File: src/hw/rtl/tws_pkg.sv
`timescale 1ns / 1ps
`default_nettype none
// ----------------------------------------------------------------------------
// Text window scroll engine package
// Command codes, register indexes, reset values and the window config type.
// ----------------------------------------------------------------------------
package tws_pkg;

	localparam int MAX_COLUMNS_DEF = 128;
	localparam int MAX_ROWS_DEF    = 64;

	localparam logic [2:0] MODE_WRITE  = 3'd0;
	localparam logic [2:0] MODE_READ   = 3'd1;
	localparam logic [2:0] MODE_SCROLL = 3'd2;
	localparam logic [2:0] MODE_PAN    = 3'd3;
	localparam logic [2:0] MODE_INSERT = 3'd4;
	localparam logic [2:0] MODE_DELETE = 3'd5;

	localparam logic [1:0] CFG_COLUMNS = 2'd0;
	localparam logic [1:0] CFG_ROWS    = 2'd1;
	localparam logic [1:0] CFG_FILL    = 2'd2;

	localparam logic [7:0] COLUMNS_RST = 8'd80;
	localparam logic [6:0] ROWS_RST    = 7'd25;
	localparam logic [7:0] FILL_RST    = 8'd7;
	localparam logic [7:0] SPACE_CHAR  = 8'h20;

	// effective window geometry and blank attribute
	typedef struct packed {
		logic [7:0] cols;
		logic [6:0] rows;
		logic [7:0] fill;
	} cfg_t;

endpackage
`default_nettype wire

File: src/hw/rtl/tws_cfg.sv
`timescale 1ns / 1ps
`default_nettype none
// ----------------------------------------------------------------------------
// Window configuration registers
// Holds width, height and fill attribute; clamps geometry to the store size.
// ----------------------------------------------------------------------------
module tws_cfg
	import tws_pkg::*;
#(
	parameter int MAX_COLUMNS = MAX_COLUMNS_DEF,
	parameter int MAX_ROWS    = MAX_ROWS_DEF
) (
	input  wire logic       clk,
	input  wire logic       arst_n,
	input  wire logic       cfg_we,
	input  wire logic [1:0] cfg_index,
	input  wire logic [7:0] cfg_data,
	output cfg_t            cfg
);

	localparam logic [8:0] COL_LIM = 9'(MAX_COLUMNS);
	localparam logic [7:0] ROW_LIM = 8'(MAX_ROWS);

	logic [7:0] cols_q;
	logic [6:0] rows_q;
	logic [7:0] fill_q;

	always_ff @(posedge clk or negedge arst_n) begin
		if (!arst_n) begin
			cols_q <= COLUMNS_RST;
			rows_q <= ROWS_RST;
			fill_q <= FILL_RST;
		end else if (cfg_we) begin
			case (cfg_index)
				CFG_COLUMNS: cols_q <= cfg_data;
				CFG_ROWS:    rows_q <= cfg_data[6:0];
				CFG_FILL:    fill_q <= cfg_data;
				default: ;
			endcase
		end
	end

	// zero acts as one, anything past the store acts as the store limit
	always_comb begin
		if (cols_q == 8'd0)
			cfg.cols = 8'd1;
		else if ({1'b0, cols_q} > COL_LIM)
			cfg.cols = COL_LIM[7:0];
		else
			cfg.cols = cols_q;

		if (rows_q == 7'd0)
			cfg.rows = 7'd1;
		else if ({1'b0, rows_q} > ROW_LIM)
			cfg.rows = ROW_LIM[6:0];
		else
			cfg.rows = rows_q;

		cfg.fill = fill_q;
	end

endmodule
`default_nettype wire

File: config.mk
export PLATFORM = sky130hd
export DESIGN_NAME = tws_cfg
export DESIGN_NICKNAME = d
export VERILOG_FILES = /design/src/hw/rtl/tws_pkg.sv /design/src/hw/rtl/tws_cfg.sv
export SDC_FILE = /design/constraint.sdc
export NUM_CORES = 1
export LEC_CHECK = 0
export ABC_AREA = 1
export BUFFER_PORTS_ARGS = -buffer_cell sky130_fd_sc_hd__buf_2
export CAP_MARGIN = 20
export CORE_MARGIN = 2
export CORE_UTILIZATION = 53
export DETAILED_ROUTE_END_ITERATION = 6
export PLACE_DENSITY = 0.83
export REMOVE_ABC_BUFFERS = 1
export SLEW_MARGIN = 20
export SYNTH_ARGS = -nofsm -noshare
export SYNTH_HDL_FRONTEND = slang
export SYNTH_SLANG_ARGS = --single-unit
File: constraint.sdc
create_clock -name clk -period 1.76 [get_ports clk]
set_clock_uncertainty 0.15 [all_clocks]
set_input_delay 0.088 -clock clk [delete_from_list [all_inputs] [get_ports clk]]
set_output_delay 0.088 -clock clk [all_outputs]
set_load 0.05 [all_outputs]
* After elaboration in Yosys (flattened, before gate mapping)
Cells that the tools add are included.
** Storage, ports and cells
- Flip-flop bits (word level) :: 23
- Input port bits :: 13
- Output and inout port bits :: 23
- Word-level logic and storage cells :: 17
** Operators by class
- Order comparisons :: 2
- Equality and inequality tests :: 2
- Muxes and demuxes :: 4
- Reduce and logical (&&, ||, !) cells :: 6
** Operators by type and width (number)
- two-way mux 8 bit :: 2
- two-way mux 7 bit :: 2
- greater-than comparator 8 bit (second input constant) :: 1
- logical NOT 8 bit :: 1
- greater-than comparator 7 bit (second input constant) :: 1
- logical NOT 7 bit :: 1
- AND reduction 2 bit :: 3
- == test 2 x 1 -> 1 bit (second input constant) :: 1
- == test 2 bit (second input constant) :: 1
- logical NOT 2 bit :: 1

* Depth between registers and ports, before layout
- Depth in word-level cells :: 3
- Mapped depth :: 6
- Depth with buffers taken out :: 5

* Least setup slack after synthesis
Ideal clock, no wire load.
- Path kind :: reg2out
- From :: register cols_q[5]
- To :: output port cfg[15] (netlist name)
- Arrival time :: 1.401 ns
- Data required time :: 1.522 ns
- Slack :: 0.121 ns
- Cell stages (with the launch flop) :: 6
- Buffers on the path :: 0
- Cells stage by stage :: dfrtp_1 > nor2_1 > nand2_1 > nor2_1 > nor2_2 > nor2_1
** RTL lines
- start: declaration :: RTL line tws_cfg.sv:24 : logic [7:0] cols_q;
- start signal: assignment :: RTL line tws_cfg.sv:35 : CFG_COLUMNS: cols_q <= cfg_data;
- end: declaration :: RTL line tws_cfg.sv:18 : output cfg_t cfg

==> impl_metrics.toml <==
[outcome]
status = "complete, no violations"

[finish]
num_antenna_cells = 0
final_cell_mix = "27 x nand2_1, 26 x buf_2, 22 x inv_1"
nets = 193
area_growth_pct = 32.7
layout_commonest_cell = "nand2_1"
num-fill-cells = 148
multi_input_area_um2 = 425
register_area_um2 = 586
drive_gt1_share_pct = 40.2
fin_area_um2 = 1490

[route]
firstDrtPassIters = 4
vias = 997
via_per_inst = 4.84
ant_nets = 0
wl_per_cell_um = 11.8
drc = 0
drt-initial-drc-count = 21
drt_wl_total_mm = 2.44

[floorplan]
io-pin-count = 36
dieArea_um2 = 2500
rows = 16
die_y_um = 50.0
core_um2 = 1980
start_util_pct = 56.5
die_w_um = 50.0

[setup_path]
worstReg2RegStart = "cols_q[6]$_DFFE_PN1P_"
crit_type = "reg -> out"
worstPathRequired_ns = 1.52
crit_arrival_ns = 1.52
cp-end-kind = "primary output"
path_max_fanout = 6
crit_start = "cols_q[0]$_DFFE_PN0P_"
critPathLaunchType = "flop"

[synth]
yosysTopAreaCellShare_pct = 33.5
synthMuxAreaShare_pct = 0
synth_area_leaders = "dfrtp_1 34%, dfstp_2 19%, o21ai_2 9.4%, nand2_1 9.1%, nor2_1 7.7%"
yosys.area_share.simple_pct = 22.3
ys_seq_area_share_pct = 52.3
yosys_warnings = 0
synth_fa_ha_area_share_pct = 0
synth_top_family_by_area = "simple AND/OR/NAND/NOR gates"
synth_top_cell_by_area = "dfrtp_1"
syn_avg_cell_area_um2 = 8.42
yosysUniqueCellTypes = 14
synth_cells = 133
synth_area_um2 = 1120
postSynthRegisterBits = 23
synth_compound_area_share_pct = 14.3
synth_xor_area_share_pct = 0

[place]
placed_area_um2 = 1290
port_buffers = 35
place_congestion = 0.769
dp_hpwl_mm = 1.58

[timing]
setup_viol = 0
rsz0062_at_grt = "yes"
max_slew_margin_pct = 67.3
timing.final.crit_share_pct = 99.9
period_minus_slack_ns = 1.76
worst_pin_slew_ns = 0.490
tns_ns = 0
finalHoldViolations = 0
fmax_mhz = 569
slew_violations = 0

[clocking]
clockBufferDepth = 2
numCtsBuffers = 3
clk-insertion-delay-late_ns = 0.31
cts_tree = "built"
clock-sinks = 23
cts-root-buf = "clkbuf_4"
clk_pin_slew_ns = 0.12
cts_max_level = 1

[power_and_ir_drop]
vdd_drop_max_mv = 0.763
p_per_area_nw_per_um2 = 1140
p_leak_nw = 0.783

[grt]
grt_max_degree = 24
grt.overflow.total = 0
grt.total_usage_pct = 20.4
antenna_found_initial = 0
grt_pass1_wl_mm = 3.82
grt_pass1_vias = 893

[min_path]
hold_path_class = "in -> reg"
hold_start = "cfg_index[0]"

[flow_run]
maxCapViolations = 0
## critical path, cell delays in order, from the launching register on
cell and delay (ns):
dfrtp_1 0.42, nor2_1 0.12, nand2_1 0.09, nor2_2 0.16, nor2_4 0.08, nor2_1 0.16
buf_6 0.19
## metrics by stage
step           hold slack, ns  power (mW)  cells  setup WS [ns]  utilization [%]
2_1_floorplan          -0.358        1.22    128        -0.0229                -
3_3_place_gp          -0.0793        1.36    190          0.395             65.0
3_5_place_dp          -0.0704        1.37    190          0.368             65.0
4_1_cts                0.0550        1.62    203         0.0154             70.8
5_1_grt                0.0835        1.79    206         -0.111             75.0
6_report               0.0533        1.70    206        0.00258             75.0
## path summary, 6_finish.rpt
path                                          to  slack, ns  depth (start not counted)
max                                      cfg[17]      0.003                          6
min                        rows_q[3]$_DFFE_PN1P_       0.05                          3
max reg2reg                cols_q[6]$_DFFE_PN1P_       0.77                          3
min reg2reg                fill_q[2]$_DFFE_PN1P_       0.33                          2
max in group asynchronous  rows_q[0]$_DFFE_PN1P_       0.97                          2
min in group asynchronous  fill_q[6]$_DFFE_PN0P_       0.13                          2
## area by class of cell
class / count / area share (%)
Sequential cell: 23 / 39.4
Tap cell: 27 / 2.27
Clock buffer: 4 / 1.77
Multi-Input combinational cell: 83 / 28.6
Inverter: 22 / 5.56
Timing Repair Buffer: 47 / 22.4
## cells in the mapped netlist
master / instances
nand2_1: 27
nor2_1: 23
inv_1: 22
dfrtp_1: 15
o21ai_2: 12
o21ai_1: 11
dfstp_2: 8
nand2_2: 4
buf_6: 3
clkbuf_1: 2
nand3_1: 2
nor2_2: 2
nand3_2: 1
nor3_1: 1
## power breakdown
group	internal [mW]	switching [mW]	total [mW]
Clock	0.0886	0.153	0.241
Sequential	0.634	0.0661	0.700
Combinational	0.226	0.531	0.758
## cells by family after synthesis
family / after synthesis
AOI/OAI and AO/OA: 23
and+or+nand+nor: 60
buffers and inverters: 27
DFF: 23
## registers in the layout, summed over array words and instances, names as in the netlist
signal,count
cols_q,8
fill_q,8
rows_q,7
## routing by layer
layer | up-vias | GRT usage [%] | routed length, um
met5 | - | 0 | 0
met4 | 0 | 9.72 | 70
met3 | 9 | 2.42 | 115
met2 | 38 | 34.7 | 1220
met1 | 453 | 25.7 | 1030
li1 | 497 | - | -
## repair_timing
item | 4_1_cts | 5_1_grt
gates resized for setup | 0 | 29
setup endpoints to repair | 0 | 9
hold buffers | 9 | 0
buffers inserted | 0 | 3
endpoints found under the hold margin | 46 | 0
Power figures use the tool's default switching activity.
