File: src/hw/rtl/tws_pkg.sv
`timescale 1ns / 1ps
`default_nettype none
// ----------------------------------------------------------------------------
// Text window scroll engine package
// Command codes, register indexes, reset values and the window config type.
// ----------------------------------------------------------------------------
package tws_pkg;

	localparam int MAX_COLUMNS_DEF = 128;
	localparam int MAX_ROWS_DEF    = 64;

	localparam logic [2:0] MODE_WRITE  = 3'd0;
	localparam logic [2:0] MODE_READ   = 3'd1;
	localparam logic [2:0] MODE_SCROLL = 3'd2;
	localparam logic [2:0] MODE_PAN    = 3'd3;
	localparam logic [2:0] MODE_INSERT = 3'd4;
	localparam logic [2:0] MODE_DELETE = 3'd5;

	localparam logic [1:0] CFG_COLUMNS = 2'd0;
	localparam logic [1:0] CFG_ROWS    = 2'd1;
	localparam logic [1:0] CFG_FILL    = 2'd2;

	localparam logic [7:0] COLUMNS_RST = 8'd80;
	localparam logic [6:0] ROWS_RST    = 7'd25;
	localparam logic [7:0] FILL_RST    = 8'd7;
	localparam logic [7:0] SPACE_CHAR  = 8'h20;

	// effective window geometry and blank attribute
	typedef struct packed {
		logic [7:0] cols;
		logic [6:0] rows;
		logic [7:0] fill;
	} cfg_t;

endpackage
`default_nettype wire

File: src/hw/rtl/tws_ctrl.sv
`timescale 1ns / 1ps
`default_nettype none
// ----------------------------------------------------------------------------
// Command sequencer
// Decodes a command, forms addresses with one shared multiplier, then accesses
// one cell or walks the affected cells one per cycle, copying or blanking each.
// ----------------------------------------------------------------------------
module tws_ctrl
	import tws_pkg::*;
#(
	parameter int MAX_COLUMNS = MAX_COLUMNS_DEF,
	parameter int MAX_ROWS    = MAX_ROWS_DEF,
	parameter int DEPTH       = MAX_COLUMNS * MAX_ROWS,
	parameter int AW          = $clog2(DEPTH)
) (
	input  wire logic          clk,
	input  wire logic          arst_n,
	input  wire cfg_t          cfg,
	input  wire logic          start,
	input  wire logic [2:0]    mode,
	input  wire logic [7:0]    amount,
	input  wire logic [5:0]    row,
	input  wire logic [6:0]    column,
	input  wire logic [15:0]   cell_data,
	output logic               busy,
	output logic               done,
	output logic      [15:0]   read_data,
	output logic               changed,
	output logic               status,
	output logic               mem_we,
	output logic      [AW-1:0] mem_waddr,
	output logic      [15:0]   mem_wdata,
	output logic               mem_re,
	output logic      [AW-1:0] mem_raddr,
	input  wire logic [15:0]   mem_rdata
);

	localparam logic [2:0] ST_CLR  = 3'd0;
	localparam logic [2:0] ST_IDLE = 3'd1;
	localparam logic [2:0] ST_DEC  = 3'd2;
	localparam logic [2:0] ST_MUL0 = 3'd3;
	localparam logic [2:0] ST_MUL1 = 3'd4;
	localparam logic [2:0] ST_RUN  = 3'd5;
	localparam logic [2:0] ST_ACC  = 3'd6;
	localparam logic [2:0] ST_RDW  = 3'd7;

	localparam logic [1:0] K_FINISH = 2'd0;
	localparam logic [1:0] K_ACCESS = 2'd1;
	localparam logic [1:0] K_SWEEP  = 2'd2;

	localparam logic [AW-1:0] LAST_ADDR = AW'(DEPTH - 1);

	logic [2:0]    state_q;
	logic [AW-1:0] addr_q;
	logic          done_q;
	logic          wr_s1;

	// command fields
	logic [2:0]  mode_q;
	logic [7:0]  amount_q;
	logic [5:0]  row_q;
	logic [6:0]  column_q;
	logic [15:0] data_q;

	// sweep setup
	logic          access_q;
	logic          desc_q;
	logic          sel_col_q;
	logic          sub_q;
	logic [7:0]    lo_q;
	logic [7:0]    hi_q;
	logic [7:0]    ma_q;
	logic [7:0]    mb_q;
	logic          mb_w_q;
	logic [6:0]    r_q;
	logic [6:0]    r_end_q;
	logic [7:0]    c_q;
	logic [15:0]   prod_q;
	logic [AW-1:0] waddr_s1;
	logic          copy_s1;

	logic [15:0] read_data_q;
	logic        changed_q;
	logic        status_q;

	// decode results
	logic [1:0] d_kind;
	logic       d_status;
	logic       d_desc;
	logic       d_sel_col;
	logic       d_sub;
	logic [7:0] d_lo;
	logic [7:0] d_hi;
	logic [7:0] d_ma;
	logic [7:0] d_mb;
	logic       d_mb_w;
	logic [6:0] d_r_first;
	logic [6:0] d_r_end;
	logic [7:0] mag;
	logic       row_err;
	logic       col_err;

	logic [7:0]    w;
	logic [6:0]    h;
	logic [7:0]    w_m1;
	logic [7:0]    mul_a;
	logic [7:0]    mul_b;
	logic [15:0]   prod;
	logic [7:0]    cmp_val;
	logic          copy;
	logic          last;
	logic [AW-1:0] src;
	logic [AW-1:0] off;
	logic [15:0]   blank;
	logic          is_read;

	assign w       = cfg.cols;
	assign h       = cfg.rows;
	assign w_m1    = w - 8'd1;
	assign blank   = {cfg.fill, SPACE_CHAR};
	assign is_read = (mode_q == MODE_READ);

	always_comb begin
		mag       = amount_q[7] ? (~amount_q + 8'd1) : amount_q;
		row_err   = ({1'b0, row_q} >= h);
		col_err   = ({1'b0, column_q} >= w);
		d_kind    = K_FINISH;
		d_status  = 1'b0;
		d_desc    = 1'b0;
		d_sel_col = 1'b0;
		d_sub     = 1'b0;
		d_lo      = 8'd0;
		d_hi      = 8'd0;
		d_mb      = mag;
		d_mb_w    = 1'b1;
		d_r_first = 7'd0;
		d_r_end   = h - 7'd1;
		case (mode_q)
			MODE_WRITE, MODE_READ: begin
				if (row_err || col_err)
					d_status = 1'b1;
				else
					d_kind = K_ACCESS;
			end
			MODE_SCROLL: begin
				if (mag != 8'd0) begin
					d_kind = K_SWEEP;
					// a distance of the full height or more leaves hi at zero: all blank
					if (mag < {1'b0, h}) begin
						if (!amount_q[7]) begin
							d_hi = {1'b0, h} - mag;
						end else begin
							d_desc  = 1'b1;
							d_sub   = 1'b1;
							d_lo    = mag;
							d_hi    = {1'b0, h};
							d_r_end = 7'd0;
						end
					end
				end
			end
			MODE_PAN: begin
				if (mag != 8'd0) begin
					d_kind    = K_SWEEP;
					d_sel_col = 1'b1;
					d_mb_w    = 1'b0;
					if (mag < w) begin
						if (!amount_q[7]) begin
							d_hi = w - mag;
						end else begin
							d_desc  = 1'b1;
							d_sub   = 1'b1;
							d_lo    = mag;
							d_hi    = w;
							d_r_end = 7'd0;
						end
					end
				end
			end
			MODE_INSERT: begin
				if (row_err) begin
					d_status = 1'b1;
				end else begin
					d_kind  = K_SWEEP;
					d_desc  = 1'b1;
					d_sub   = 1'b1;
					d_lo    = {2'b00, row_q} + 8'd1;
					d_hi    = {1'b0, h};
					d_mb    = 8'd1;
					d_r_end = {1'b0, row_q};
				end
			end
			MODE_DELETE: begin
				if (row_err) begin
					d_status = 1'b1;
				end else begin
					d_kind    = K_SWEEP;
					d_lo      = {2'b00, row_q};
					d_hi      = {1'b0, h} - 8'd1;
					d_mb      = 8'd1;
					d_r_first = {1'b0, row_q};
				end
			end
			default: ;
		endcase
		// first address: top of the run, or one past the bottom for a descending run
		if (d_desc)
			d_ma = {1'b0, h};
		else if (d_kind == K_SWEEP)
			d_ma = {1'b0, d_r_first};
		else
			d_ma = {2'b00, row_q};
	end

	// shared multiplier
	assign mul_a = (state_q == ST_MUL0) ? ma_q : mb_q;
	assign mul_b = ((state_q == ST_MUL0) || mb_w_q) ? w : 8'd1;
	assign prod  = 16'(mul_a) * 16'(mul_b);

	// sweep step
	assign off     = prod_q[AW-1:0];
	assign src     = sub_q ? (addr_q - off) : (addr_q + off);
	assign cmp_val = sel_col_q ? c_q : {1'b0, r_q};
	assign copy    = (cmp_val >= lo_q) && (cmp_val < hi_q);
	assign last    = (r_q == r_end_q) && (desc_q ? (c_q == 8'd0) : (c_q == w_m1));

	always_ff @(posedge clk or negedge arst_n) begin
		if (!arst_n) begin
			state_q <= ST_CLR;
			addr_q  <= '0;
			done_q  <= 1'b0;
			wr_s1   <= 1'b0;
		end else begin
			done_q <= 1'b0;
			wr_s1  <= 1'b0;
			case (state_q)
				ST_CLR: begin
					addr_q <= addr_q + AW'(1);
					if (addr_q == LAST_ADDR)
						state_q <= ST_IDLE;
				end
				ST_IDLE: begin
					if (start)
						state_q <= ST_DEC;
				end
				ST_DEC: begin
					if (d_kind == K_FINISH) begin
						state_q <= ST_IDLE;
						done_q  <= 1'b1;
					end else begin
						state_q <= ST_MUL0;
					end
				end
				ST_MUL0: state_q <= ST_MUL1;
				ST_MUL1: begin
					if (access_q)
						addr_q <= prod_q[AW-1:0] + AW'(column_q);
					else if (desc_q)
						addr_q <= prod_q[AW-1:0] - AW'(1);
					else
						addr_q <= prod_q[AW-1:0];
					state_q <= access_q ? ST_ACC : ST_RUN;
				end
				ST_RUN: begin
					wr_s1  <= 1'b1;
					addr_q <= desc_q ? (addr_q - AW'(1)) : (addr_q + AW'(1));
					if (last) begin
						state_q <= ST_IDLE;
						done_q  <= 1'b1;
					end
				end
				ST_ACC: begin
					if (is_read) begin
						state_q <= ST_RDW;
					end else begin
						state_q <= ST_IDLE;
						done_q  <= 1'b1;
					end
				end
				ST_RDW: begin
					state_q <= ST_IDLE;
					done_q  <= 1'b1;
				end
				default: state_q <= ST_IDLE;
			endcase
		end
	end

	always_ff @(posedge clk) begin
		case (state_q)
			ST_IDLE: begin
				if (start) begin
					mode_q   <= mode;
					amount_q <= amount;
					row_q    <= row;
					column_q <= column;
					data_q   <= cell_data;
				end
			end
			ST_DEC: begin
				access_q    <= (d_kind == K_ACCESS);
				desc_q      <= d_desc;
				sel_col_q   <= d_sel_col;
				sub_q       <= d_sub;
				lo_q        <= d_lo;
				hi_q        <= d_hi;
				ma_q        <= d_ma;
				mb_q        <= d_mb;
				mb_w_q      <= d_mb_w;
				r_q         <= d_desc ? (h - 7'd1) : d_r_first;
				c_q         <= d_desc ? w_m1 : 8'd0;
				r_end_q     <= d_r_end;
				status_q    <= d_status;
				read_data_q <= 16'd0;
				changed_q   <= (d_kind == K_SWEEP) ||
				               ((d_kind == K_ACCESS) && (mode_q == MODE_WRITE));
			end
			ST_MUL0: prod_q <= prod;
			ST_MUL1: prod_q <= prod;
			ST_RUN: begin
				waddr_s1 <= addr_q;
				copy_s1  <= copy;
				if (desc_q) begin
					if (c_q == 8'd0) begin
						c_q <= w_m1;
						r_q <= r_q - 7'd1;
					end else begin
						c_q <= c_q - 8'd1;
					end
				end else begin
					if (c_q == w_m1) begin
						c_q <= 8'd0;
						r_q <= r_q + 7'd1;
					end else begin
						c_q <= c_q + 8'd1;
					end
				end
			end
			ST_RDW: read_data_q <= mem_rdata;
			default: ;
		endcase
	end

	// store ports: clearing pass, delayed sweep write or single-cell write, and reads
	always_comb begin
		mem_we    = 1'b0;
		mem_waddr = addr_q;
		mem_wdata = 16'd0;
		mem_re    = 1'b0;
		mem_raddr = addr_q;
		if (state_q == ST_CLR) begin
			mem_we = 1'b1;
		end else if (wr_s1) begin
			mem_we    = 1'b1;
			mem_waddr = waddr_s1;
			mem_wdata = copy_s1 ? mem_rdata : blank;
		end else if ((state_q == ST_ACC) && !is_read) begin
			mem_we    = 1'b1;
			mem_wdata = data_q;
		end
		if ((state_q == ST_RUN) && copy) begin
			mem_re    = 1'b1;
			mem_raddr = src;
		end else if ((state_q == ST_ACC) && is_read) begin
			mem_re = 1'b1;
		end
	end

	assign busy      = (state_q != ST_IDLE);
	assign done      = done_q;
	assign read_data = read_data_q;
	assign changed   = changed_q;
	assign status    = status_q;

endmodule
`default_nettype wire

File: config.mk
export PLATFORM = sky130hd
export DESIGN_NAME = tws_ctrl
export DESIGN_NICKNAME = d
export VERILOG_FILES = /design/src/hw/rtl/tws_pkg.sv /design/src/hw/rtl/tws_ctrl.sv
export SDC_FILE = /design/constraint.sdc
export NUM_CORES = 1
export LEC_CHECK = 0
export BUFFER_PORTS_ARGS = -buffer_cell sky130_fd_sc_hd__buf_2
export CAP_MARGIN = 10
export CORE_MARGIN = 2
export CORE_UTILIZATION = 45
export DETAILED_ROUTE_END_ITERATION = 10
export HOLD_SLACK_MARGIN = 0.03
export PLACE_DENSITY = 0.6
export SETUP_SLACK_MARGIN = 0.05
export SLEW_MARGIN = 40
export SYNTH_ARGS = -nofsm -noshare
export SYNTH_HDL_FRONTEND = slang
export SYNTH_SLANG_ARGS = --single-unit
export TNS_END_PERCENT = 30
File: constraint.sdc
create_clock -name clk -period 6.9 [get_ports clk]
set_input_delay 0.345 -clock clk [delete_from_list [all_inputs] [get_ports clk]]
set_output_delay 0.345 -clock clk [all_outputs]
set_load 0.05 [all_outputs]
# [Yosys cells after proc, flatten, opt, wreduce, memory -nomap -nowiden]
# Index checks and enable logic that the tools add are counted.
[totals] ff_bits=161 inputBits=82 out_inout_bits=64 wordCells=191
[op_classes] add_sub_neg=17 mul=1 n_lt_le_gt_ge=6 eq_ne=23 n_mux=91 bitwise=1 n_reduce_logical=25
[op_table] cell="two-way mux 8 bit" n=22
[op_table] cell="two-way mux 7 bit" n=14
[op_table] cell="two-way mux 13 bit" n=7
[op_table] cell="two-way mux 16 bit" n=4
[op_table] cell="one-hot mux 8 bit (4 select lines)" n=2
[op_table] cell="one-hot mux 13 bit (3 select lines)" n=1
[op_table] cell="one-hot mux 16 bit (2 select lines)" n=1
[op_table] cell="subtractor 13 x 1 -> 13 bit, second input constant" n=2
[op_table] cell="one-hot mux 3 bit (8 select lines)" n=1
[op_table] cell="two-way mux 1 bit" n=21
[op_table] cell="one-hot mux 7 bit (3 select lines)" n=1
[op_table] cell="equality test 3 bit, second input constant" n=6
[op_table] cell="two-way mux 6 bit" n=3
[op_table] cell="adder 8 x 1 -> 8 bit, second input constant" n=2
[op_table] cell="< comparator 8 bit" n=2
[op_table] cell="one-hot mux 8 bit (2 select lines)" n=1
[op_table] cell="subtractor 8 x 1 -> 8 bit, second input constant" n=2
[op_table] cell="one-hot mux 7 bit (2 select lines)" n=1
[op_table] cell="subtractor 7 x 1 -> 7 bit, second input constant" n=2
[op_table] cell="adder 13 x 1 -> 13 bit, second input constant" n=1
[op_table] cell="adder 13 bit" n=1
[op_table] cell="adder 13 x 7 -> 13 bit" n=1
[op_table] cell="equality test 13 bit, second input constant" n=1
[op_table] cell="multiplier 8 x 8 -> 13 bit" n=1
[op_table] cell="38 further kinds" n=64

# [Logic depth before layout (Yosys ltp)]
# Gate-level depths: netlist of the first run.
[depth] word_depth=9 mapped_depth=23

# [Least setup slack after synthesis of the first run]
# Ideal clock, no wire load.
[synth_timing] kind="flip-flop to flip-flop" from="reg state_q[1]" to="reg prod_q[12], data pin" setup_ns=0.260 arrival_time_ns=5.028 setup_slack_ns=1.612 path_stages_with_launch=20 n_path_buf=3 period_less_slack_ns=5.288 path_cell_list="dfrtp_1 -> clkbuf_1 -> nand3b_1 -> clkbuf_1 -> nand2b_1 -> clkbuf_1 -> nand2_1 -> or2_2 -> fa_1 -> fa_1 -> inv_1 -> fa_1 -> inv_1 -> fa_1 -> inv_1 -> ha_1 -> o21a_1 -> o41ai_1 -> o21ai_0 -> xnor2_1"
[synth_via] elab_chain_len=4 word_cells_on_any_way=5 classes_between="mul: 1; eq/ne: 1; mux: 2; reduce/logical: 1"
[synth_rtl] element="from (decl)" line="tws_ctrl.sv:53" text="logic [2:0] state_q;"
[synth_rtl] element="from (signal assigned)" line="tws_ctrl.sv:262" text="state_q <= access_q ? ST_ACC : ST_RUN;"
[synth_rtl] element="equality test 3 x 2 -> 1 bit (*)" line="tws_ctrl.sv:216, tws_ctrl.sv:217"
[synth_rtl] element="logical OR 1 bit" line="tws_ctrl.sv:217" text="assign mul_b = ((state_q == ST_MUL0) || mb_w_q) ? w : 8'd1;"
[synth_rtl] element="two-way mux 8 bit" line="tws_ctrl.sv:217"
[synth_rtl] element="multiplier 8 x 8 -> 13 bit (*)" line="tws_ctrl.sv:218" text="assign prod = 16'(mul_a) * 16'(mul_b);"
[synth_rtl] element="net prod[12]" line="tws_ctrl.sv:108" text="logic [15:0] prod;"
[synth_rtl] element="to (signal assigned)" line="tws_ctrl.sv:318" text="ST_MUL0: prod_q <= prod;"
[synth_rtl] element="to (signal assigned)" line="tws_ctrl.sv:319" text="ST_MUL1: prod_q <= prod;"
[synth_rtl] element="to (decl)" line="tws_ctrl.sv:78" text="logic [15:0] prod_q;"
# Mark *: on every way through the listed nets, which the timed path passes. The rest lies on a longest branch.
# A chain may end at the register's enable or synchronous reset.

# [Worst setup path after layout of the first run]
# Ends and elaborated chain as after synthesis.

==> results of run 1 <==
## final cells by class
type	instances	share of cell area, %
timing repair buffer	157	5.33
inverter	123	3.01
multi-input combinational	1113	54.1
tap	390	3.18
sequential	160	30.7
clock buffer	17	2.77
clock inverter	14	0.937
## per-stage QoR
step | setup slack, ps | cell area, um2
2_1_floorplan | 1610 | 13700
3_3_place_gp | 1060 | 14800
3_5_place_dp | 939 | 14800
4_1_cts | 906 | 15300
5_1_grt | 457 | 15300
6_report | 861 | 15300
## cell families after synthesis
family | after synthesis | synth area share, %
xor gates and xnor gates | 120 | 8.16
and+or+nand+nor | 483 | 17.5
AOI/OAI and AO/OA | 319 | 15.6
muxes | 47 | 3.64
buffers and inverters | 193 | 5.49
DFF | 160 | 34.3
adders and majority gates | 144 | 15.2
## cell usage after synthesis, types with 11 or more instances
library cell    n
nand2b_1       16
dfrtp_1        18
and2_1         20
a31oi_1        16
a22o_1         16
o21a_1         11
nor2_1        163
xnor2_1        75
xor2_1         40
mux2i_1        23
or3_1          18
nand2_1        97
o31ai_1        16
edfxtp_1      142
a211oi_1       16
ha_1          105
a21o_1         15
nand3_1        30
inv_1         119
and3_1         18
nor2b_1        16
clkbuf_1       58
o21ai_0        85
a21oi_1        59
nor3_1         45
mux2_2         23
fa_1           39
## how the worst max path moves through the flow
stage                     from    endpoint  slack, ps  depth (start not counted)
floorplan           state_q[1]  prod_q[12]       1610                         19
global placement    state_q[1]  prod_q[12]       1060                         16
detailed placement  state_q[1]  prod_q[12]        940                         16
CTS                 state_q[1]  prod_q[12]        910                         16
global route        state_q[1]  prod_q[12]        460                         16
finish              state_q[1]  prod_q[12]        860                         16
## power by group through the flow
stage	combinational, W	sequential [W]	clock [W]
finish	0.000146	0.00105	0.000942
global route	0.000161	0.00105	0.000998
CTS	0.000145	0.00105	0.000965
detailed placement	0.000143	0.00107	0
global placement	0.000141	0.00107	0
floorplan	0.0000861	0.00107	0
## sequential cells by signal (all words and copies together) (netlist names), 3 cells and up
signal and flops:
data_q 16, mode_q 3, c_q 8, lo_q 8
ma_q 7, addr_q 13, state_q 3, prod_q 13
column_q 7, amount_q 8, r_end_q 7, read_data 16
row_q 6, hi_q 8, waddr_s1 13, r_q 7
mb_q 8
## metal layers
metal	vias to the layer above	part of all wire, %	global-route usage, %
met1	5395	46	34.4
li1	5457	-	-
met2	415	45	38.8
met4	0	2.2	7.22
met5	-	0	0
met3	46	6.4	3.65
## worst reg2reg max path: stages (launching register included)
cell and delay (ps):
dfrtp_1 680, nand3b_1 560, nand2b_1 440, nand2_1 270, or2_2 370, fa_1 510, fa_1 550, inv_1 60
fa_1 530, inv_1 50, fa_1 520, inv_1 40, ha_1 330, o21a_1 140, o41ai_1 390, o21ai_0 190
xnor2_1 160
==> summary.md, run 1 <==
| Metric | Value |
|---|---|
| Post-synth EDFFs | roughly 140 |
| R2r worst-path depth | 16 |
| Most frequent cells in the layout | 160 x nor2_1, 145 x buf_2, 142 x edfxtp_1 |
| Max cap viols | 0 |
| Clock power frac | roughly 44% |
| P_leak | ~6.7 nW |
| Diode count | 0 |
| Largest net degree at the start of global routing | 45 |
| Placed insts | approximately 2000 |
| Largest area contributor in the netlist | edfxtp_1 |
| Sw Pwr | 0.000495 W |
| Mean routed wirelength per cell | 19.3 um |
| DRC Markers | 0 |
| Area occupied by multi-input gates | 8300 um2 |
| Share of cells above drive strength 1 | around 15% |
| Top achievable clock speed | 166 MHz |
| Worst hold slack | just under 80 ps |
| CP Cell Sequence | nand3b_1 > nand2b_1 > nand2_1 > or2_2 > fa_1 > fa_1 > inv_1 > fa_1 > inv_1 > fa_1 > inv_1 > ha_1 > o21a_1 > o41ai_1 > o21ai_0 > xnor2_1 |
| Max Transition Viols Final | 0 |
| Core Rows | between 60 and 70 |
| Yosys warns | 0 |
| Die Y-Extent | about 180 um |
| PnR Total Power | 0.00213 W |
| Io pins | between 100 and 150 |
| Post-synthesis cell type count | between 80 and 90 |
| CTS max path bufs | 2 |
| Post-synthesis register bit count | 160 |
| Die footprint | ~32000 um2 |
| Register area share after synthesis | 34.3% |
| Sw Ratio | a little under a quarter |
| Register area | ~4700 um2 |
| DRT iter0 DRCs | a little under 1000 |
| Initial core utilization | ~46% |
| RSZ-0062 raised after global routing | false |
| VDD IR-drop max | 0.147 mV |
| Comb pwr share | 6.8% |
| Layout Cells excl Fill | about 2000 |
| CP bufs+invs | 3 |
| CTS hold repair buffers | 1 |
| Data arrival, critical path | about 6200 ps |
| CP Max Fanout | 19 |
| Post-synth top area share | a little under a third |
| Worst-Skew Late Latency | 440 ps |
| PwrDens | roughly 140 nW/um2 |
| Post-route setup TNS | 0 ps |
| Reg-to-Reg End | prod_q[12] |
| GRT Total Usage | ~24% |
| # setup viols final | 0 |
| Clock buffer count from CTS | 17 |
| Final antenna-violating net count | 0 |
| Worst slew pin tran | 833 ps |
| Vias post-DR | roughly 11000 |
| Core box area | about 30000 um2 |
| Area growth syn-to-layout | 11.8% |
| Largest cells by area after synthesis | edfxtp_1 31%, ha_1 9.6%, fa_1 5.7% |
| Worst hold path endpoint | amount_q[0] |
| CP max stage delay | about 700 ps |
| Sequential power share | approximately 49% |
| Wirelength, routed | 38100 um |
| CTS clock-pin slew for the worst setup and hold paths | around 70 ps |
| Worst hold-check path type | primary input to flip-flop |
| Initial antenna violation count | 0 |
| Period utilization | about 88% |
| Layout Skew | 15.4 ps |
| Core Util, Final | between 50% and 60% |
| GPL Wtd Cong | just over 0.9 |
| Root buf cell | clkbuf_16 |
| Crit start category | flip-flop |
| Post-CTS Setup Bufs | 0 |
| Syn Nets | 1692 |
| Top_reg_cell synth | edfxtp_1 |
| Global-route wire length before repair | between 50000 and 60000 um |
| H-Tree Depth | 4 |
| Final hold vios | 0 |
| Final #Nets | ~1800 |
| # clock sinks | 160 |
| Cells after Synth | 1466 |
| Filler Cells Inserted | 2751 |
| Worst Setup End Kind | flip-flop |
| Via-to-Cell Ratio | about 5.7 |
| Total gr overflow | 0 |
| Outcome | finished, final reports clean |
| Worst EP required | between 7000 and 8000 ps |
| Ys async rst share | ~11% |
| Relative slew slack | 44.2% |
| # resized after CTS | 0 |
| Kind of critical path | flip-flop to flip-flop |
| Most common cell after layout, fill and taps aside | nor2_1 |
| CTS tree | yes |
| Crit path max-delay family | adder cells |
| Min Tclk post-route | approximately 6000 ps |
| Internal power | ~0.0016 W |
| Hold path start | amount[0] |
| Port Buffers | 145 |
| Setup slack, reg-to-reg | between 800 and 900 ps |
| Slowest cell on crit path | dfrtp_1 |
| Dpl hpwl | between 20000 and 30000 um |
| Vias in the first global route | around 11000 |
| WHS Path Cells | 1 |
| DR pass1 iterations | 5 |
| Reg2reg start | state_q[1] |
| Syn_area_per_cell | 9.37 um2 |
| Top cell by count, worst path | fa_1 |
| Die width | between 150 and 200 um |
| Post-synthesis cell area | 13700 um2 |
No activity file was read; power rests on OpenSTA's default activity.
==> inputs of run 2 (changes only) <==
Settings changed: BUFFER_PORTS_ARGS -buffer_cell sky130_fd_sc_hd__buf_2 to -buffer_cell sky130_fd_sc_hd__clkbuf_2, SKIP_CTS_REPAIR_TIMING from default to 1.
==> summary.md, run 2 (synthesis results as in run 1) <==
| Metric | Value |
|---|---|
| Final hold vios | 0 |
| Top achievable clock speed | between 150 and 200 MHz |
| Core Rows | 63 |
| Die footprint | around 32000 um2 |
| Hold path start | amount[0] |
| # clock sinks | 160 |
| Worst hold slack | 71.0 ps |
| Initial antenna violation count | 0 |
| Die width | 179 um |
| Period utilization | between 80% and 90% |
| Mean routed wirelength per cell | between 15 and 20 um |
| Crit start category | flip-flop |
| Root buf cell | clkbuf_16 |
| R2r worst-path depth | 16 |
| Port Buffers | around 150 |
| Worst EP required | roughly 7100 ps |
| RSZ-0062 raised after global routing | false |
| DRC Markers | 0 |
| Share of cells above drive strength 1 | between 15 and 20% |
| Reg-to-Reg End | prod_q[12] |
| Worst hold path endpoint | amount_q[0] |
| WHS Path Cells | 1 |
| Most frequent cells in the layout | 159 x nor2_1, 145 x clkbuf_2, 142 x edfxtp_1 |
| PnR Total Power | 0.00212 W |
| Total gr overflow | 0 |
| GRT Total Usage | 24.5% |
| Outcome | finished, final reports clean |
| Diode count | 0 |
| Dpl hpwl | 29300 um |
| Reg2reg start | state_q[1] |
| Setup slack, reg-to-reg | 800 ps |
| Kind of critical path | flip-flop to flip-flop |
| Final antenna-violating net count | 0 |
| Area occupied by multi-input gates | around 8300 um2 |
| Vias post-DR | between 10000 and 15000 |
| Core box area | 29900 um2 |
| Io pins | about 150 |
| Die Y-Extent | roughly 180 um |
| P_leak | between 6 and 7 nW |
| VDD IR-drop max | between 0.1 and 0.15 mV |
| Via-to-Cell Ratio | approximately 5.8 |
| Largest net degree at the start of global routing | 45 |
| Worst Setup End Kind | flip-flop |
| Max Transition Viols Final | 0 |
| Initial core utilization | around 46% |
| PwrDens | ~140 nW/um2 |
| Area growth syn-to-layout | 11.8% |
| Min Tclk post-route | ~6100 ps |
| CP Max Fanout | 19 |
| Relative slew slack | between 40% and 50% |
| Worst-Skew Late Latency | around 440 ps |
| CTS tree | yes |
| GPL Wtd Cong | 0.916 |
| Most common cell after layout, fill and taps aside | nor2_1 |
| Worst slew pin tran | between 800 and 900 ps |
| Post-route setup TNS | 0 ps |
| Max cap viols | 0 |
| Worst hold-check path type | primary input to flip-flop |
| Data arrival, critical path | 6280 ps |
| DRT iter0 DRCs | just under 1000 |
| Layout Skew | ~12 ps |
| Wirelength, routed | around 38000 um |
| CTS max path bufs | 2 |
| Final #Nets | about 1800 |
| Clock buffer count from CTS | 17 |
| H-Tree Depth | 4 |
| Vias in the first global route | 10907 |
| DR pass1 iterations | 6 |
| Filler Cells Inserted | around 2800 |
| CTS clock-pin slew for the worst setup and hold paths | around 70 ps |
| # setup viols final | 0 |
| Register area | 4710 um2 |
| Global-route wire length before repair | ~60000 um |
[run 2: final cells by class]
type	count	share of cell area [%]
inverters	123	3.01
clock buffers	18	2.80
flip-flops and latches	160	30.7
clock inverters	14	0.856
multi-input cells	1113	54.1
well taps	390	3.18
repair buffers	158	5.38
[run 2: metal layers]
metal	GRT usage (%)	up-vias	part of all wire (%)
met3	3.69	59	6.8
met4	7.72	0	2.4
met5	0	-	0
li1	-	5458	-
met1	34.5	5397	46
met2	38.8	463	45
[run 2: critical path: stages, from the launching register on]
cell and delay (ps):
dfrtp_1 680, nand3b_1 570, nand2b_1 460, nand2_1 280, or2_2 370, fa_1 500, fa_1 540, inv_1 50
fa_1 530, inv_1 50, fa_1 530, inv_1 40, ha_1 320, o21a_1 140, o41ai_1 400, o21ai_0 200
xnor2_1 160
[run 2: metrics by stage]
stage | utilization [%] | area [um2] | setup WS [ps] | std cells
after floorplan | - | 13700 | 1610 | 1466
after global placement | 49.4 | 14800 | 1070 | 1943
after detailed placement | 49.4 | 14800 | 893 | 1943
after CTS | 51.3 | 15300 | 852 | 1975
after global routing | 51.4 | 15400 | 435 | 1976
final | 51.4 | 15400 | 798 | 1976
[run 2: worst max-delay path by stage]
stage,end,from,slack [ps],depth (start not counted)
2_1_floorplan,prod_q[12],state_q[1],1610,19
3_3_place_gp,prod_q[12],state_q[1],1070,16
3_5_place_dp,prod_q[12],state_q[1],890,16
4_1_cts,prod_q[12],state_q[1],850,16
5_1_grt,prod_q[12],state_q[1],440,16
6_report,prod_q[12],state_q[1],800,16
[run 2: report_power, final]
part	leakage [nW]	switching (W)	internal (W)
combinational	4.85	0.0000834	0.0000622
sequential	1.51	0	0.00105
clock	0.259	0.000429	0.000502
total	6.61	0.000512	0.00161
==> inputs of run 3 (changes only) <==
Settings changed: CAP_MARGIN 10 to 5, CORE_UTILIZATION 45 to 35, PLACE_DENSITY 0.6 to 0.48.
==> summary.md, run 3 (synthesis results as in run 1) <==
| Metric | Value |
|---|---|
| Die width | 202 um |
| Dpl hpwl | approximately 31000 um |
| Crit start category | flip-flop |
| Vias in the first global route | roughly 11000 |
| Core Rows | just over 70 |
| WHS Path Cells | 1 |
| Most frequent cells in the layout | 159 x nor2_1, 145 x clkbuf_2, 142 x edfxtp_1 |
| Top achievable clock speed | ~170 MHz |
| Initial core utilization | approximately 35% |
| VDD IR-drop max | 0.174 mV |
| Worst Setup End Kind | flip-flop |
| Layout Skew | around 11 ps |
| DR pass1 iterations | 5 |
| Outcome | finished, final reports clean |
| Reg-to-Reg End | prod_q[12] |
| CP Max Fanout | 19 |
| Max Transition Viols Final | 0 |
| Global-route wire length before repair | between 60000 and 70000 um |
| Post-route setup TNS | 0 ps |
| Port Buffers | roughly 150 |
| Max cap viols | 0 |
| CTS tree | yes |
| Worst slew pin tran | between 700 and 800 ps |
| Setup slack, reg-to-reg | 850 ps |
| Via-to-Cell Ratio | 5.37 |
| Area growth syn-to-layout | 13.2% |
| Data arrival, critical path | a little over 6000 ps |
| Most common cell after layout, fill and taps aside | nor2_1 |
| Largest net degree at the start of global routing | 46 |
| Worst hold-check path type | primary input to flip-flop |
| # setup viols final | 0 |
| Initial antenna violation count | 0 |
| R2r worst-path depth | 16 |
| Worst-Skew Late Latency | 450 ps |
| Core Util, Final | 40.1% |
| DRC Markers | 0 |
| DRT iter0 DRCs | between 800 and 900 |
| Final #Nets | 1799 |
| Die footprint | just over 40000 um2 |
| Critical Path Start | state_q[1] |
| Worst hold path endpoint | amount_q[0] |
| Kind of critical path | flip-flop to flip-flop |
| Relative slew slack | a little under half |
| Mean routed wirelength per cell | around 19 um |
| Register area | 4710 um2 |
| Core box area | just under 40000 um2 |
| Share of cells above drive strength 1 | 15.8% |
| CTS clock-pin slew for the worst setup and hold paths | around 70 ps |
| Final hold vios | 0 |
| GPL Wtd Cong | between 0.8 and 0.9 |
| Total gr overflow | 0 |
| Hold path start | amount[0] |
| Clock buffer count from CTS | 17 |
| RSZ-0062 raised after global routing | false |
| # clock sinks | between 150 and 200 |
| CTS max path bufs | 2 |
| Placed insts | between 2000 and 2500 |
| H-Tree Depth | 4 |
| Area occupied by multi-input gates | 8310 um2 |
| PwrDens | 138 nW/um2 |
| Final antenna-violating net count | 0 |
| P_leak | 6.64 nW |
| Filler Cells Inserted | a little under 4000 |
| Reg2reg start | state_q[1] |
| Vias post-DR | 11304 |
| Io pins | 146 |
| Wirelength, routed | 40700 um |
| Worst EP required | around 7100 ps |
| Period utilization | slightly below 90% |
| GRT Total Usage | 20.2% |
| Layout Cells excl Fill | 2104 |
| Min Tclk post-route | just over 6000 ps |
| Root buf cell | clkbuf_16 |
| Die Y-Extent | about 200 um |
| Diode count | 0 |
## run 3: cell count changes in the layout (fill, tap and decap cells not counted)
cell / change
a21oi_1: -1
nand2b_2: +1
clkbuf_1: -1
inv_4: +1
a21oi_2: +1
buf_6: +2
clkinvlp_4: -3
clkinv_1: -2
clkinv_4: +3
buf_4: -2
inv_6: +1
nand2b_1: -1
inv_8: +1
## run 3: per-stage QoR
step / power, W / setup slack (ps) / instance area, um2 / hold slack, ps
after floorplan: 0.00115 / 1610 / 13700 / 49.4
after global placement: 0.00121 / 1000 / 14900 / 338
after detailed placement: 0.00121 / 871 / 14900 / 345
after CTS: 0.00218 / 850 / 15500 / -149
after global routing: 0.00223 / 393 / 15500 / 46.2
final: 0.00215 / 853 / 15500 / 65.5
## run 3: worst max-delay path: stages (launching register included)
cell      delay (ps)
dfrtp_1          690
nand3b_1         560
nand2b_1         440
nand2_1          280
or2_2            370
fa_1             510
fa_1             540
inv_1             50
fa_1             520
inv_1             50
fa_1             530
inv_1             40
ha_1             330
o21a_1           130
o41ai_1          370
o21ai_0          190
xnor2_1          150
## run 3: power by group
group | internal [W] | switching, W | total, W
registers | 0.00105 | 0 | 0.00105
logic | 0.0000622 | 0.0000846 | 0.000147
clock network | 0.000508 | 0.000450 | 0.000959
## run 3: worst max path at each step
stage / end / slack (ps) / depth (start not counted)
6_report: prod_q[12] / 850 / 16
5_1_grt: prod_q[12] / 390 / 16
4_1_cts: prod_q[12] / 850 / 16
3_5_place_dp: prod_q[12] / 870 / 16
3_3_place_gp: prod_q[12] / 1000 / 16
2_1_floorplan: prod_q[12] / 1610 / 19
## run 3: final cells by class
type,instances,share of cell area [%]
Multi-Input combinational cell,1113,53.4
Sequential cell,160,30.3
Timing Repair Buffer,158,5.36
Tap cell,518,4.17
Inverter,123,2.99
Clock buffer,17,2.74
Clock inverter,15,0.974
## run 3: metal layers
| metal | track usage, % | vias up | routed length, um |
|---|---|---|---|
| met5 | 0 | - | 0 |
| met4 | 5.74 | 0 | 702 |
| met3 | 2.87 | 42 | 2120 |
| met2 | 31.8 | 366 | 18000 |
| met1 | 29.1 | 5442 | 19900 |
| li1 | - | 5454 | - |
